### config.mk
export PLATFORM = sky130hd
export DESIGN_NAME = stjs_queue
export DESIGN_NICKNAME = d
export VERILOG_FILES = /design/src/hdl/stjs_pkg.sv /design/src/hdl/stjs_queue.sv
export SDC_FILE = /design/constraint.sdc
export NUM_CORES = 1
export LEC_CHECK = 0
export BUFFER_PORTS_ARGS = -buffer_cell sky130_fd_sc_hd__buf_4
export CORE_AREA = 2 2 111 113
export DETAILED_ROUTE_END_ITERATION = 8
export DIE_AREA = 0 0 113 115
export GPL_TIMING_DRIVEN = 0
export PLACE_DENSITY = 0.68
export SLEW_MARGIN = 30
export SYNTH_ARGS = -nofsm -noshare
export SYNTH_HDL_FRONTEND = slang
export SYNTH_SLANG_ARGS = --single-unit
### constraint.sdc
create_clock -name clock -period 3.9 [get_ports clock]
set_input_delay 0.39 -clock clock [delete_from_list [all_inputs] [get_ports clock]]
set_output_delay 0.39 -clock clock [all_outputs]
set_load 0.02 [all_outputs]
### src/hdl/stjs_pkg.sv
// Shared types and codes for the sorted table jump search block.
// No dependencies.
package stjs_pkg;

   typedef enum logic [1:0] {
      OP_CLEAR  = 2'd0,
      OP_APPEND = 2'd1,
      OP_SORT   = 2'd2,
      OP_SEARCH = 2'd3
   } op_type;

   typedef enum logic [1:0] {
      ST_DONE  = 2'd0,
      ST_FOUND = 2'd1,
      ST_MISS  = 2'd2,
      ST_FULL  = 2'd3
   } status_type;

   localparam int KEY_W = 16;
   localparam int PAY_W = 50;
   localparam int POS_W = 10;

   typedef struct packed {
      op_type            operation;
      logic [KEY_W-1:0]  key;
      logic [PAY_W-1:0]  payload;
   } req_type;

   typedef struct packed {
      status_type        status;
      logic [POS_W-1:0]  position;
      logic [KEY_W-1:0]  found_key;
      logic [PAY_W-1:0]  found_payload;
   } rsp_type;

   typedef enum logic [3:0] {
      EX_IDLE,
      EX_SQRT,
      EX_SORT_RD_I,
      EX_SORT_RD_J,
      EX_SORT_CMP,
      EX_SORT_WR_J,
      EX_FWD_RD,
      EX_FWD_CHK,
      EX_BACK_RD,
      EX_BACK_CHK,
      EX_HIT_RD,
      EX_HIT_CHK,
      EX_EMIT
   } ex_state_type;

endpackage

### src/hdl/stjs_queue.sv
// Two-entry request queue between the front part and the executor.
// Depends on stjs_pkg.
module stjs_queue import stjs_pkg::*; (
   input  logic    clock,
   input  logic    reset,
   input  logic    in_valid,
   output logic    in_ready,
   input  req_type in_data,
   output logic    out_valid,
   input  logic    out_ready,
   output req_type out_data
);
   req_type    mem_ff [2];
   logic       wp_ff, wp_in, rp_ff, rp_in;
   logic [1:0] cnt_ff, cnt_in;
   logic       push, pop;

   assign in_ready  = (cnt_ff != 2'd2);
   assign out_valid = (cnt_ff != 2'd0);
   assign out_data  = mem_ff[rp_ff];
   assign push = in_valid & in_ready;
   assign pop  = out_valid & out_ready;

   always_comb begin
      wp_in  = wp_ff ^ push;
      rp_in  = rp_ff ^ pop;
      cnt_in = cnt_ff + {1'b0, push} - {1'b0, pop};
   end

   always_ff @(posedge clock) begin
      if (reset) begin
         wp_ff <= 1'b0; rp_ff <= 1'b0; cnt_ff <= 2'd0;
      end else begin
         wp_ff <= wp_in; rp_ff <= rp_in; cnt_ff <= cnt_in;
      end
      if (push) mem_ff[wp_ff] <= in_data;
   end

   a_cnt: assert property (@(posedge clock) disable iff (reset) cnt_ff != 2'd3)
      else $error("queue count overflow");
   a_pop: assert property (@(posedge clock) disable iff (reset)
      (cnt_ff == 2'd0) |-> !pop) else $error("pop from empty queue");
   a_push: assert property (@(posedge clock) disable iff (reset)
      (cnt_ff == 2'd2) |-> !push) else $error("push into full queue");
endmodule

==> results.tsv, run 1 <==
stage	metric	value	unit
routing	post-DR vias/cell	4.78	
sta	post-route minimum period	2.05	ns
global_route	vias in the first global route	2806	
logic_synthesis	Yosys warnings	0	
global_route	Global Route Usage Sum	14.3	%
critical_path	CP Class	reg -> out	
sta	Worst Tran Pin Value	0.642	ns
routing	DR iter-0 viols	112	
cells_and_area	diode count	0	
cells_and_area	area grow syn2layout	35.5	%
clock_network	clock transition at the registers of the reported paths	0.05	ns
logic_synthesis	Cell Area, Synth	0.00518	sq mm
logic_synthesis	post-synth top area share	78.8	%
power	VDD IR max	0.347	mV
logic_synthesis	Synthesized Nets	313	
sta	Final Skew	0.00573	ns
min_path	HP Class	in -> reg	
clock_network	CTS resizes	0	
critical_path	crit end category	output port	
logic_synthesis	post-synth cell types	22	
floorplanning	floorplan row count	40	
critical_path	Critical Path RT	3.51	ns
critical_path	CP Launch Type	flop	
run_status	violated checks	design-rule violations	
global_route	first-pass GRT wire length	13.8	mm
place	routability-driven placement congestion ratio	0.708	
logic_synthesis	main area contributors after synthesis	edfxtp_1 79%, mux2_2 13%, mux2_4 2.9%, dfxtp_1 1.5%, buf_6 0.65%	
routing	DR pass1 iterations	6	
global_route	largest net degree at the start of global routing	45	
cells_and_area	post-route cell area	0.00702	sq mm
clock_network	Num CTS Buffers	17	
sta	unrepaired setup endpoints after global routing	no	
cells_and_area	fin nets	475	
routing	Final ANT Viol Nets	0	
clock_network	H-tree levels	4	
floorplanning	I/O pins	142	
floorplanning	die area	0.0130	sq mm
sta	Setup violations, final	0	
routing	final wirelength	9.07	mm
sta	final hold violation count	0	
cells_and_area	sequential cell area	0.00416	sq mm
sta	max_slew headroom	57.2	%
routing	DRC viols	10	
place	I/O Buffers	141	
clock_network	CTS Hold Buffers Added	0	
sta	pins over their slew limit	0	
place	dpl cell area	0.00648	sq mm
place	hpwl dp	6.00	mm
sta	Max Freq	0.488	GHz
logic_synthesis	Synth area leader	edfxtp_1	
logic_synthesis	cell count after synthesis	239	
floorplanning	core area	0.0118	sq mm
logic_synthesis	sequential area share after synthesis	80.4	%
floorplanning	die width	113	um
floorplanning	Starting Density	43.9	%
sta	hold slack	0.168	ns
clock_network	clk sink count	140	
critical_path	crit path max fanout	10	
critical_path	Critical Path AT	1.66	ns
clock_network	post-CTS setup buffer count	0	
cells_and_area	area taken by multi-input logic gates	971	sq um
clock_network	root buf cell	clkbuf_16	
clock_network	CTS tree	yes	
clock_network	Clock Path Buffers	2	
logic_synthesis	syn avg cell area	21.7	sq um
sta	Tcrit/Tclk final	52.6	%
power	pwr dens	646	mW/mm^2
cells_and_area	share of cells above drive strength 1	60.0	%
power	Leakage	2.67	nW
run_status	status	finished with violations	
sta	setup_tns	0	ns
routing	vias	2670	
job	MaxCap Viol Count	0	
logic_synthesis	#FFs+latches synth	140	
cells_and_area	Filler cells	915	
global_route	initial antenna violation count	0	
floorplanning	die height	115	um
global_route	GRT overflow	0	
routing	WL/cell	16.2	um
clock_network	clock latency on the worst-skew pair	0.40	ns
-- flip-flops by register name (all words and copies together), names as in the netlist --
register	cells
mem_ff	136
cnt_ff	2
rp_ff	1
wp_ff	1
-- final timing paths --
check / from / endpoint / slack (ns) / cells after the start
max: rp_ff$_SDFF_PP0_ / out_data[11] / 1.85 / 4
min: in_data[58] / mem_ff[1][58]$_DFFE_PP_ / 0.17 / 1
max reg2reg: cnt_ff[0]$_SDFF_PP0_ / mem_ff[0][13]$_DFFE_PP_ / 1.90 / 4
min reg2reg: wp_ff$_SDFF_PP0_ / wp_ff$_SDFF_PP0_ / 0.60 / 3
-- per-stage QoR --
stage,total power [mW],util [%],setup WS (ns),instances
floorplan,2.65,-,0.996,239
global route,4.72,59.4,1.72,559
global placement,3.11,54.4,0.150,527
finish,4.53,59.4,1.85,559
detailed placement,3.13,54.9,1.87,529
CTS,4.60,59.4,1.79,559
-- layout make-up --
type | instances | area share, %
Tap cell | 147 | 2.62
Clock inverter | 11 | 1.48
Buffer | 8 | 0.838
Clock buffer | 19 | 6.17
Timing Repair Buffer | 143 | 15.7
Multi-Input combinational cell | 90 | 13.8
Sequential cell | 140 | 59.3
Inverter | 1 | 0.0535
-- routing by layer --
layer  routed length, um  vias up  global-route usage (%)
li1                    -     1265                       -
met1                3660     1303                    16.2
met5                   0        -                       0
met3                 720        8                    6.01
met2                4610       94                    23.8
met4                  84        0                    6.10
-- cells in the mapped netlist --
cell,n
nand2b_1,1
edfxtp_1,136
and3_1,1
and2b_1,1
xor2_1,1
nand3_1,1
nor2b_1,2
mux2_1,1
buf_2,5
and2_1,1
inv_1,1
dfxtp_1,4
a21bo_1,1
mux2_2,58
or2_2,1
o21ai_0,2
mux2_4,10
a211oi_1,1
buf_6,3
nor2_1,5
ha_1,2
a32oi_1,1
-- power breakdown --
part	internal [mW]	switching [mW]	total, mW
combinational	0.561	0.610	1.17
clock	0.919	0.536	1.45
sequential	1.86	0.0454	1.91
total	3.34	1.19	4.53
-- cell families (layout without fill, tap and decap cells) --
kind of cell | Yosys count | in the layout | synth area share (%)
AND/OR/NAND/NOR | 13 | 13 | 1.33
adder cells (fa/ha/maj) | 2 | 2 | 0.483
AO/OA/AOI/OAI | 5 | 5 | 0.701
buffers and inverters | 9 | 182 | 1.21
flip-flops | 140 | 140 | 80.4
multiplexers | 69 | 69 | 15.7
XOR/XNOR | 1 | 1 | 0.169
-- cell usage in the layout, fill, tap and decap left out, drive strengths merged, types with 2 or more instances in the layout --
cell type / n
clkbuf: 19
o21ai: 2
mux2: 69
dfxtp: 4
clkinv: 8
buf: 151
bufinv: 2
nor2b: 2
nor2: 5
ha: 2
edfxtp: 136
-- worst max-delay path, stage by stage (launching register included) --
cell and delay, ns:
dfxtp_1 0.32, buf_6 0.12, buf_2 0.28, mux2_2 0.38, buf_4 0.16
Power figures use the tool's default switching activity.
==> inputs of run 2 (changes only) <==
--- a/config.mk
+++ b/config.mk
@@ -5,6 +5,7 @@
 export SDC_FILE = /design/constraint.sdc
 export NUM_CORES = 1
 export LEC_CHECK = 0
+export ABC_AREA = 1
 export BUFFER_PORTS_ARGS = -buffer_cell sky130_fd_sc_hd__buf_4
 export CORE_AREA = 2 2 111 113
 export DETAILED_ROUTE_END_ITERATION = 8
==> constraint.sdc (replaced) <==
create_clock -name clock -period 2.01 [get_ports clock]
set_input_delay 0.201 -clock clock [delete_from_list [all_inputs] [get_ports clock]]
set_output_delay 0.201 -clock clock [all_outputs]
set_load 0.02 [all_outputs]
==> run 2 against run 1 <==
The flow still finishes with violations (design-rule violations). First-iteration DRC count rose by 53%. Clock power rose by 130%. Final area rose by 12%. Non-clock buffer count rose by 78. Clock skew rose by 0.0011 ns. Critical path type is now reg -> reg.
==> results.tsv, run 2 <==
stage	metric	value	unit
clock_network	H-tree levels	4	
routing	DR iter-0 viols	171	
sta	Final Skew	0.00680	ns
sta	max_slew headroom	60.7	%
cells_and_area	fin util	66.5	%
critical_path	Critical Path AT	1.90	ns
place	hpwl dp	7.13	mm
critical_path	crit end category	flop	
global_route	largest net degree at the start of global routing	36	
min_path	Hold Crit Depth	4	
routing	final wirelength	11.0	mm
sta	Tcrit/Tclk final	88.9	%
routing	post-DR vias/cell	4.54	
clock_network	root buf cell	clkbuf_16	
clock_network	Clock Path Buffers	2	
routing	DRC viols	10	
sta	Max Freq	0.559	GHz
logic_synthesis	most frequent cells after synthesis	210 x nand2_1, 136 x edfxtp_1, 10 x buf_2	
floorplanning	die area	0.0130	sq mm
sta	unrepaired setup endpoints after global routing	no	
floorplanning	I/O pins	142	
floorplanning	floorplan row count	40	
cells_and_area	area grow syn2layout	51.9	%
power	Leakage	3.36	nW
floorplanning	die width	113	um
cells_and_area	Largest Register	mem_ff	
critical_path	r2r setup slk	0.22	ns
logic_synthesis	Synthesized Nets	463	
run_status	violated checks	design-rule violations	
logic_synthesis	#FFs+latches synth	140	
sta	setup_tns	0	ns
logic_synthesis	Yosys warnings	0	
place	routability-driven placement congestion ratio	0.731	
critical_path	critical path endpoint	mem_ff[1][23]$_DFFE_PP_	
global_route	vias in the first global route	3540	
routing	vias	3549	
clock_network	Num CTS Buffers	17	
clock_network	clock latency on the worst-skew pair	0.41	ns
critical_path	r2r endpoint	mem_ff[1][23]$_DFFE_PP_	
routing	WL/cell	14.1	um
routing	DR pass1 iterations	6	
logic_synthesis	Post-synth EDFFs	136	
logic_synthesis	Synth area leader	edfxtp_1	
floorplanning	die height	115	um
logic_synthesis	cell count after synthesis	389	
cells_and_area	diode count	0	
cells_and_area	fin nets	696	
sta	post-route minimum period	1.79	ns
cells_and_area	share of cells above drive strength 1	30.6	%
critical_path	FF-to-FF path depth	6	
sta	Setup violations, final	0	
logic_synthesis	post-synth cell types	16	
logic_synthesis	ys flop type	edfxtp_1	
global_route	GRT overflow	0	
critical_path	Critical Path RT	2.12	ns
sta	pins over their slew limit	0	
sta	final hold violation count	0	
min_path	HP Class	in -> reg	
critical_path	CP Launch Type	flop	
clock_network	CTS tree	yes	
floorplanning	Starting Density	43.8	%
logic_synthesis	Async SR Flop Fraction	0	%
critical_path	crit path max fanout	20	
cells_and_area	biggest regs	mem_ff x136, cnt_ff x2	
cells_and_area	max FFs per register	136	
logic_synthesis	post-synth top area share	78.9	%
clock_network	clk sink count	140	
clock_network	CTS resizes	0	
logic_synthesis	syn avg cell area	13.3	sq um
logic_synthesis	sequential area share after synthesis	80.5	%
floorplanning	core area	0.0118	sq mm
routing	Final ANT Viol Nets	0	
cells_and_area	commonest non-fill, non-tap cell in the layout	nand2_1	
sta	Worst Tran Pin Value	0.588	ns
clock_network	clock transition at the registers of the reported paths	0.05	ns
critical_path	CP Class	reg -> reg	
critical_path	reg-to-reg critical path startpoint	cnt_ff[0]$_SDFF_PP0_	
cells_and_area	most frequent cells in the layout	208 x nand2_1, 143 x buf_4, 136 x edfxtp_1, 69 x dlygate4sd3_1, 17 x clkbuf_16	
global_route	first-pass GRT wire length	16.8	mm
logic_synthesis	main area contributors after synthesis	edfxtp_1 79%, nand2_1 15%, dfxtp_1 1.5%, buf_2 0.97%, inv_1 0.65%	
logic_synthesis	Cell Area, Synth	0.00517	sq mm
job	MaxCap Viol Count	0	
global_route	Global Route Usage Sum	16.9	%
global_route	initial antenna violation count	0	
place	I/O Buffers	141	
run_status	status	finished with violations	
critical_path	Critical Path Start	cnt_ff[0]$_SDFF_PP0_	
logic_synthesis	most frequent cell after synthesis	nand2_1	
power	VDD IR max	0.803	mV
power	pwr dens	1340	mW/mm^2
## run 2: area by class of cell
type	instances	area (sq um)
buffer	15	98.8
tap	147	184
fill	853	3950
sequential	140	4160
clock buffer	17	425
timing repair buffer	214	1840
clock inverter	15	203
multi-input combinational	224	906
inverter	10	40.0
## run 2: critical path: stages (launching register included)
cell     delay, ns
dfxtp_1       0.37
inv_2         0.06
nand2_4       0.07
nand2_4       0.08
nor2_4        0.49
buf_16        0.24
buf_8         0.18
## run 2: repair_timing
action,CTS,global route
hold buffers,69,0
hold endpoints to repair,138,0
buffers inserted,0,0
## run 2: logic make-up (layout without fill, tap and decap cells)
kind of cell / Yosys count / count (layout) / share of synthesized area (%)
simple gates: 219 / 219 / 16.0
flops: 140 / 140 / 80.5
buf+inv: 25 / 271 / 2.68
fa+ha+maj: 2 / 2 / 0.484
compound gates: 2 / 2 / 0.193
xor+xnor: 1 / 1 / 0.169
## run 2: worst min path at each step
stage	from	end	slack (ns)
2_1_floorplan	reset	wp_ff$_SDFF_PP0_	0.27
3_3_place_gp	reset	wp_ff$_SDFF_PP0_	0.38
3_5_place_dp	reset	wp_ff$_SDFF_PP0_	0.38
4_1_cts	out_ready	rp_ff$_SDFF_PP0_	0.14
5_1_grt	out_ready	rp_ff$_SDFF_PP0_	0.17
6_report	out_ready	rp_ff$_SDFF_PP0_	0.16
## run 2: per-layer routing
metal	track usage (%)	part of all wire (%)
met1	19.7	42
met2	30.2	51
met3	4.43	5.3
met4	6.34	1.5
met5	0	0
## run 2: through the flow
| step | std cells | cell area, sq um | setup slack [ns] | power [mW] | hold WS [ns] |
|---|---|---|---|---|---|
| final | 782 | 7860 | 0.222 | 10.5 | 0.156 |
| after CTS | 782 | 7860 | 0.188 | 10.6 | 0.139 |
| after global routing | 782 | 7860 | 0.104 | 11.0 | 0.168 |
| after detailed placement | 681 | 6540 | 0.197 | 7.21 | 0.381 |
| after global placement | 677 | 6440 | -0.524 | 7.07 | 0.376 |
| after floorplan | 389 | 5200 | 0.00381 | 5.75 | 0.268 |
## run 2: power by group
part / total, mW / internal (mW) / switching [mW]
logic: 3.31 / 1.31 / 2.00
registers: 3.91 / 3.79 / 0.126
clock network: 3.29 / 2.17 / 1.12
